===== src/rds_pkg.sv =====
// Package for the room dispatch scheduler.
// Field widths, saturation limits, the per-room entry layout and the sequencer states.
// No dependencies.
package rds_pkg;

    localparam int START_W       = 32;
    localparam int TIME_W        = 48;
    localparam int COUNT_W       = 32;
    localparam int ROOM_W        = 4;
    localparam int CFG_W         = 5;
    localparam int IN_DATA_W     = 64;
    localparam int OUT_DATA_W    = 56;
    localparam int MAX_ROOMS_DEF = 16;

    localparam logic [CFG_W-1:0]   ROOM_COUNT_RST = 5'd16;
    localparam logic [TIME_W-1:0]  TIME_MAX       = {TIME_W{1'b1}};
    localparam logic [COUNT_W-1:0] COUNT_MAX      = {COUNT_W{1'b1}};

    typedef struct packed {
        logic [COUNT_W-1:0] use_count;
        logic [TIME_W-1:0]  free_until;
    } t_room_entry;

    typedef enum logic [1:0] {
        S_IDLE,
        S_SCAN,
        S_DRAIN,
        S_DONE
    } t_state;

endpackage


===== src/room_dispatch_scheduler.sv =====
// Room dispatch scheduler: sequencer around one synchronous room table.
// Depends on rds_pkg.
//
// Usage:
//   Slave channel takes one booking word: tdata = start_time (lowest), end_time;
//   tlast = last_booking. Bookings are expected in ascending start order.
//   Master channel gives one result word per booking: tdata = assigned_room,
//   actual_begin, busiest_room; tlast = batch_done.
//   room_count is written through i_cfg_wr_en / i_cfg_wr_data while idle.
// Steps:
//   Each booking goes through these steps, n being the rooms in use: take the
//   word, n reads of the room table (one port, one room a cycle), evaluate the
//   last read, then write back the chosen room.
//   The next booking is taken in the cycle after the write-back.
// Reset:
//   Synchronous, active low. All rooms read as free with zero use and
//   room_count returns to 16. The same clearing happens after a tlast booking,
//   through two valid flags per room (whole entry, free time).
// Stall:
//   A result waits in the output register while the next booking is taken and
//   scanned; write-back holds until the output register is free.
module room_dispatch_scheduler #(
    parameter int MAX_ROOMS = rds_pkg::MAX_ROOMS_DEF
) (
    input  logic                         i_clk,
    input  logic                         i_rst_n,
    input  logic                         i_cfg_wr_en,
    input  logic [rds_pkg::CFG_W-1:0]    i_cfg_wr_data,
    input  logic                         i_s_axis_tvalid,
    output logic                         o_s_axis_tready,
    // start_time [31:0], end_time [63:32]
    input  logic [rds_pkg::IN_DATA_W-1:0] i_s_axis_tdata,
    input  logic                         i_s_axis_tlast,
    output logic                         o_m_axis_tvalid,
    input  logic                         i_m_axis_tready,
    // assigned_room [3:0], actual_begin [51:4], busiest_room [55:52]
    output logic [rds_pkg::OUT_DATA_W-1:0] o_m_axis_tdata,
    output logic                         o_m_axis_tlast
);
    import rds_pkg::*;

    localparam int IW = (MAX_ROOMS > 1) ? $clog2(MAX_ROOMS) : 1;

    t_state r_state, n_state;

    logic [CFG_W-1:0]   r_room_count;
    logic [START_W-1:0] r_start;
    logic [START_W-1:0] r_dur;
    logic               r_last;

    t_room_entry        r_mem [MAX_ROOMS];
    t_room_entry        r_q;
    logic [MAX_ROOMS-1:0] r_valid;
    logic [MAX_ROOMS-1:0] r_free_v;
    logic               r_q_v;
    logic               r_q_fv;

    logic [IW-1:0]      r_rd_addr;
    logic               r_chk;
    logic [IW-1:0]      r_chk_idx;

    logic               r_found;
    logic [IW-1:0]      r_sel_idx;
    logic [COUNT_W-1:0] r_sel_use;
    logic               r_min_any;
    logic [IW-1:0]      r_min_idx;
    logic [TIME_W-1:0]  r_min_free;
    logic [COUNT_W-1:0] r_min_use;
    logic [IW-1:0]      r_best_idx;
    logic [COUNT_W-1:0] r_best_use;

    logic                  r_out_valid;
    logic [OUT_DATA_W-1:0] r_out_data;
    logic                  r_out_last;

    logic               w_accept;
    logic               w_rd_en;
    logic               w_done;
    logic [IW-1:0]      w_last_idx;

    logic [TIME_W-1:0]  w_chk_free;
    logic [COUNT_W-1:0] w_chk_use;
    logic               w_chk_avail;

    logic [IW-1:0]      w_idx;
    logic [TIME_W-1:0]  w_begin;
    logic [COUNT_W-1:0] w_use;
    logic [TIME_W:0]    w_sum;
    t_room_entry        w_wr_entry;
    logic [IW-1:0]      w_busy;
    logic [ROOM_W-1:0]  w_busy_out;

    // rooms in use: zero counts as one, anything above capacity saturates
    always_comb begin
        priority if (r_room_count == '0) begin
            w_last_idx = '0;
        end else if (int'(r_room_count) > MAX_ROOMS) begin
            w_last_idx = IW'(MAX_ROOMS - 1);
        end else begin
            w_last_idx = IW'(r_room_count - 1'b1);
        end
    end

    // next state
    always_comb begin
        n_state = r_state;
        unique case (r_state)
            S_IDLE:  if (i_s_axis_tvalid) n_state = S_SCAN;
            S_SCAN:  if (r_rd_addr == w_last_idx) n_state = S_DRAIN;
            S_DRAIN: n_state = S_DONE;
            S_DONE:  if (!r_out_valid || i_m_axis_tready) n_state = S_IDLE;
            default: n_state = S_IDLE;
        endcase
    end

    // sequencer outputs
    always_comb begin
        o_s_axis_tready = 1'b0;
        w_rd_en         = 1'b0;
        w_done          = 1'b0;
        unique case (r_state)
            S_IDLE:  o_s_axis_tready = 1'b1;
            S_SCAN:  w_rd_en = 1'b1;
            S_DRAIN: ;
            S_DONE:  w_done = !r_out_valid || i_m_axis_tready;
            default: ;
        endcase
    end

    assign w_accept = i_s_axis_tvalid && o_s_axis_tready;

    // entry under check: a released or cleared free time reads as zero,
    // a cleared entry reads with zero use
    assign w_chk_free  = r_q_fv ? r_q.free_until : '0;
    assign w_chk_use   = r_q_v ? r_q.use_count : '0;
    assign w_chk_avail = w_chk_free <= {{(TIME_W-START_W){1'b0}}, r_start};

    // write-back of the chosen room
    always_comb begin
        if (r_found) begin
            w_idx   = r_sel_idx;
            w_begin = {{(TIME_W-START_W){1'b0}}, r_start};
            w_use   = r_sel_use;
        end else begin
            w_idx   = r_min_idx;
            w_begin = r_min_free;
            w_use   = r_min_use;
        end
        w_sum = {1'b0, w_begin} + {{(TIME_W+1-START_W){1'b0}}, r_dur};
        w_wr_entry.free_until = w_sum[TIME_W] ? TIME_MAX : w_sum[TIME_W-1:0];
        w_wr_entry.use_count  = (w_use == COUNT_MAX) ? w_use : w_use + 1'b1;
        // best so far was taken before the increment; only the chosen room moves
        if (w_wr_entry.use_count > r_best_use
            || (w_wr_entry.use_count == r_best_use && w_idx < r_best_idx)) begin
            w_busy = w_idx;
        end else begin
            w_busy = r_best_idx;
        end
        w_busy_out = r_last ? ROOM_W'(w_busy) : '0;
    end

    // room table
    always_ff @(posedge i_clk) begin
        if (w_done) begin
            r_mem[w_idx] <= w_wr_entry;
        end
        if (w_rd_en) begin
            r_q <= r_mem[r_rd_addr];
        end
    end

    // control
    always_ff @(posedge i_clk) begin
        if (!i_rst_n) begin
            r_state      <= S_IDLE;
            r_room_count <= ROOM_COUNT_RST;
            r_valid      <= '0;
            r_free_v     <= '0;
            r_chk        <= 1'b0;
            r_out_valid  <= 1'b0;
        end else begin
            r_state <= n_state;
            r_chk   <= w_rd_en;
            if (i_cfg_wr_en) begin
                r_room_count <= i_cfg_wr_data;
            end
            if (r_chk && w_chk_avail) begin
                r_free_v[r_chk_idx] <= 1'b0;  // release, use count kept
            end
            if (w_done) begin
                if (r_last) begin
                    r_valid  <= '0;
                    r_free_v <= '0;
                end else begin
                    r_valid[w_idx]  <= 1'b1;
                    r_free_v[w_idx] <= 1'b1;
                end
            end
            if (w_done) begin
                r_out_valid <= 1'b1;
            end else if (i_m_axis_tready) begin
                r_out_valid <= 1'b0;
            end
        end
    end

    // datapath
    always_ff @(posedge i_clk) begin
        if (w_accept) begin
            r_start   <= i_s_axis_tdata[START_W-1:0];
            r_dur     <= (i_s_axis_tdata[2*START_W-1:START_W] > i_s_axis_tdata[START_W-1:0])
                       ? i_s_axis_tdata[2*START_W-1:START_W] - i_s_axis_tdata[START_W-1:0]
                       : '0;
            r_last    <= i_s_axis_tlast;
            r_rd_addr <= '0;
            r_found   <= 1'b0;
            r_min_any <= 1'b0;
        end else if (w_rd_en) begin
            r_rd_addr <= r_rd_addr + 1'b1;
        end
        if (w_rd_en) begin
            r_q_v     <= r_valid[r_rd_addr];
            r_q_fv    <= r_free_v[r_rd_addr];
            r_chk_idx <= r_rd_addr;
        end
        if (r_chk) begin
            if (w_chk_avail && !r_found) begin
                r_found   <= 1'b1;
                r_sel_idx <= r_chk_idx;
                r_sel_use <= w_chk_use;
            end
            if (!w_chk_avail && (!r_min_any || w_chk_free < r_min_free)) begin
                r_min_any  <= 1'b1;
                r_min_idx  <= r_chk_idx;
                r_min_free <= w_chk_free;
                r_min_use  <= w_chk_use;
            end
            if (r_chk_idx == '0 || w_chk_use > r_best_use) begin
                r_best_idx <= r_chk_idx;
                r_best_use <= w_chk_use;
            end
        end
        if (w_done) begin
            r_out_data <= {w_busy_out, w_begin, ROOM_W'(w_idx)};
            r_out_last <= r_last;
        end
    end

    assign o_m_axis_tvalid = r_out_valid;
    assign o_m_axis_tdata  = r_out_data;
    assign o_m_axis_tlast  = r_out_last;

    // a closing booking leaves every room free
    a_batch_clear: assert property (@(posedge i_clk) disable iff (!i_rst_n)
        (w_done && r_last) |=> (r_valid == '0 && r_free_v == '0))
        else $error("room table not cleared after batch end");

    // with no free room the earliest-freeing room must have been recorded
    a_min_seen: assert property (@(posedge i_clk) disable iff (!i_rst_n)
        (w_done && !r_found) |-> r_min_any)
        else $error("no room chosen at write-back");

    // the chosen room lies within the rooms in use
    a_room_range: assert property (@(posedge i_clk) disable iff (!i_rst_n)
        w_done |-> (w_idx <= w_last_idx))
        else $error("room outside the rooms in use");

    // a new word always starts its scan at room zero
    a_scan_start: assert property (@(posedge i_clk) disable iff (!i_rst_n)
        w_accept |=> (r_state == S_SCAN && r_rd_addr == '0))
        else $error("scan did not start at room zero");

endmodule


===== config.mk =====
export PLATFORM = sky130hd
export DESIGN_NAME = room_dispatch_scheduler
export DESIGN_NICKNAME = d
export VERILOG_FILES = /design/src/rds_pkg.sv /design/src/room_dispatch_scheduler.sv
export SDC_FILE = /design/constraint.sdc
export NUM_CORES = 2
export LEC_CHECK = 0
export BUFFER_PORTS_ARGS = -buffer_cell sky130_fd_sc_hd__buf_4
export CELL_PAD_IN_SITES_DETAIL_PLACEMENT = 0
export CELL_PAD_IN_SITES_GLOBAL_PLACEMENT = 1
export CORE_MARGIN = 2
export CORE_UTILIZATION = 34
export DETAILED_ROUTE_END_ITERATION = 16
export PLACE_DENSITY_LB_ADDON = 0.1
export SLEW_MARGIN = 20
export SYNTH_ARGS = -nofsm -noshare
export SYNTH_HDL_FRONTEND = slang
export SYNTH_SLANG_ARGS = --single-unit

===== constraint.sdc =====
create_clock -name i_clk -period 26.2 [get_ports i_clk]
set_input_delay 1.31 -clock i_clk [delete_from_list [all_inputs] [get_ports i_clk]]
set_output_delay 1.31 -clock i_clk [all_outputs]
set_load 0.05 [all_outputs]

==> results.md <==
* Sum of negative setup slack at 0 ns
* Post-synth ARST share at 0%
* Post-Syn Area at about 71000 sq um
* GR Layer Usage met1 at 26.0%
* Clk Latency, worst-skew pair at between 0.8 and 0.9 ns
* Post-synthesis compound-gate area fraction at 3.97%
* Design Power at around 8.5 mW
* Top Ports at around 130
* IO Port Bufs at roughly 130
* First-pass GRT wire length at 279 mm
* Initial core utilization at between 30% and 40%
* Core area at 207000 sq um
* Layout cells sized above 1 at a little under a quarter
* DRT Pass-1 Iters at 5
* Vias/cell at between 5 and 6
* Busiest grt layer: met2
* Clock sink total at 1691
* CTS Buf Count at about 190
* Lkg Pwr at 27.2 nW
* Mux cell area share after synthesis at a little over an eighth
* GRT overflow at 0
* Row count at 167
* Period utilization at about a quarter
* Syn Nets at approximately 4.1k
* Critical-path top delay cell: or4b_1
* Clk root buf: clkbuf_16
* Post-synth top area cell: edfxtp_1
* Fin worst setup slack at between 15 and 20 ns
* Post-Synth Simple-Gate Area at under 10%
* Cell internal pwr at roughly 6 mW
* Number of nets still failing antenna checks after routing at 0
* Post-synth top area share at slightly below 70%
* Most frequent cells in the layout: edfxtp_1, mux4_2, ha_1, buf_4, clkbuf_16
* Post-route non-filler standard cell count at ~7.1k
* Slew headroom at ~25%
* Routed length per placed instance at 27.6 um
* Buffers and inverters on the worst path at 1
* Peak supply drop at approximately 70 uV
* H-tree levels at 4
* Crit path max-delay family: simple AND/OR/NAND/NOR gates
* Netlist cell types at 80
* Gate power share at roughly a quarter
* CTS resizes at 0
* Cell count after synthesis at ~3.8k
* Adder-cell share of the synthesized area at under 10%
* Vias at ~36k
* Most common cell after layout, fill and taps aside: edfxtp_1
* Cell chain of the critical path: buf_4 -> mux2i_1 -> or4_1 -> nor4_4 -> or4b_1 -> nor4_4 -> nand2_1 -> xor2_2 -> ha_1 -> nand4_1 -> nor4_1 -> nand2_1 -> or4_1 -> o21ai_1 -> mux2i_1 -> nor2b_1
* Largest net degree at the start of global routing at between 80 and 90
* Post-synthesis sequential area ratio at between 70 and 80%
* Area Growth Syn to Fin at 15.2%
* Worst path max stage delay at ~0.75 ns
* Post-synth top flop: edfxtp_1
* Post-CTS Hold Buffers at 0
* Clock Skews at 0.0342 ns
* Global routing usage on met3 at 2.55%
* P per Cell Area at 105 nW/um^2
* Switching Share at 30.9%
* Placed insts at 6719
* M2 GR Usage at approximately 30%
* Xor/xnor share of the synthesized area at under 10%
* CP max FO at 63
* CTS tree: built
* Initial antenna violation count at 5
* Final setup fails at 0
* Clk pwr share at between 20% and 30%
* Post-CTS Setup Repair Bufs at 0
* Crit end category: flop
* Mean area per synthesized cell at 18.4 sq um
* Sequential share of power at 44.3%
* Die area at around 210000 sq um
* DRC errors left at 0
* Main combinational cell family by area after synthesis: multiplexers
* WL final at approximately 200 mm
* Number of synthesized flops with an enable pin at 1644
* Flop2flop setup slack at about 19 ns
* Bufs on Longest Clock Path at 3
* Worst slew pin tran at about 1.1 ns
* Final nets at between 4k and 5k
* Final count of hold timing violations at 0
* Initial DRC count at ~3.0k
* Flop and latch count out of synthesis at 1691
* Pre-CTS WS at between 15 and 20 ns
* Sw power at 2.64 mW
* GR Util All Layers at a little under a fifth
* Fin crit period at 6.75 ns
* Pins over their slew limit at 0
* Critical Path AT at 7.32 ns
* Gpl congestion at about 0.78
* Crit path launch type: flop
* Crit Path Category: flop to flop
* Worst-path clk slew at ~0.06 ns
* Max Cap Violations at 0
* Worst Path Required at 26.78 ns
* Worst hold path type: flop to flop
* Status: finished, final reports clean
* Area contributors post-synth: edfxtp_1, mux4_2, ha_1
* Die Ht at ~460 um
* Vias in the first global route at ~38k
* Die W at ~460 um
* Dpl hpwl at roughly 110 mm
* Syn. warnings at 0
* RSZ-0062 raised after global routing: no
* Fmax at about 150 MHz
## cells in the mapped netlist, types with 5 or more instances
library cell and instances:
a211oi_1 14, a21boi_0 6, a21o_1 88, a21oi_1 102
a31oi_1 13, and2_1 89, and3_1 15, and4_1 7
buf_1 49, buf_2 5, clkbuf_1 77, dfxtp_1 47
edfxtp_1 1644, ha_1 217, inv_1 175, mux2_2 9
mux2i_1 33, mux4_2 410, nand2_1 160, nand2b_1 21
nand3_1 42, nand3b_1 12, nand4_1 42, nor2_1 160
nor2b_1 32, nor3_1 32, nor4_1 10, o211a_1 5
o211ai_1 11, o21a_1 19, o21ai_0 95, o21ai_1 5
o21bai_1 6, o31ai_1 9, or4_1 5, xnor2_1 45
xor2_1 50
## final timing paths
path	end	from	cells after the start
worst min register to register	r_valid[10]$_SDFFE_PN0P_	r_valid[10]$_SDFFE_PN0P_	2
worst max register to register	o_m_axis_tdata[52]$_SDFFCE_PN0P_	r_found$_DFF_P_	16
worst max-delay path	o_m_axis_tdata[52]$_SDFFCE_PN0P_	r_found$_DFF_P_	16
worst min-delay path	r_valid[10]$_SDFFE_PN0P_	r_valid[10]$_SDFFE_PN0P_	2
## power by group through the flow
stage          logic, mW  registers, mW  clock network, mW
3_5_place_dp        2.26           3.85                  0
6_report            2.22           3.79               2.54
3_3_place_gp        2.24           3.85                  0
4_1_cts             2.27           3.79               2.61
5_1_grt             2.45           3.80               2.71
2_1_floorplan       1.49           3.80                  0
## layer usage
metal / vias up / part of all wire (%)
met5: - / 0
met4: 0 / 1.8
met3: 239 / 3.6
met2: 658 / 48
met1: 19200 / 46
li1: 16100 / -
## logic make-up (layout without fill, tap and decap cells)
group / Yosys count / after routing
AO/OA/AOI/OAI: 427 / 427
XOR/XNOR: 95 / 95
adder cells (fa/ha/maj): 219 / 219
buffers and inverters: 311 / 733
flip-flops: 1691 / 1691
multiplexers: 455 / 455
other: 0 / 7
AND/OR/NAND/NOR: 650 / 650
## metrics by stage
step / instance area (sq um) / util, % / hold WS (ns)
3_5_place_dp: 75800 / 36.6 / 0.458
4_1_cts: 81700 / 39.4 / 0.472
5_1_grt: 81700 / 39.4 / 0.485
2_1_floorplan: 70900 / - / 0.432
6_report: 81700 / 39.4 / 0.469
3_3_place_gp: 75700 / 36.5 / 0.445
## registers in the layout (all words and copies together) (netlist names), 5 cells and up
signal and count:
r_room_count 5, r_min_free 48, r_min_use 32, r_dur 32
r_free_v 16, r_best_use 32, o_m_axis_tdata 56, r_start 32
r_q 80, r_mem 1280, r_sel_use 32, r_valid 16
## worst register-to-register path: cells and delay by family, from the launching register on
kind                     cells  cell delay (ns)
buffers and inverters        1             0.72
AO/OA/AOI/OAI                1             0.35
flip-flops                   1             0.53
multiplexers                 2             0.77
AND/OR/NAND/NOR             10             3.30
XOR/XNOR                     1             0.59
adder cells (fa/ha/maj)      1             0.25
## area by class of cell
type,count,area (sq um)
diodes,7,17.5
inverters,175,658
clock inverters,91,836
flip-flops and latches,1691,50300
multi-input cells,1846,19700
well taps,2788,3490
fillers,19000,126000
repair buffers,219,1680
clock buffers,248,5020
(Power assumes the default switching activity.)
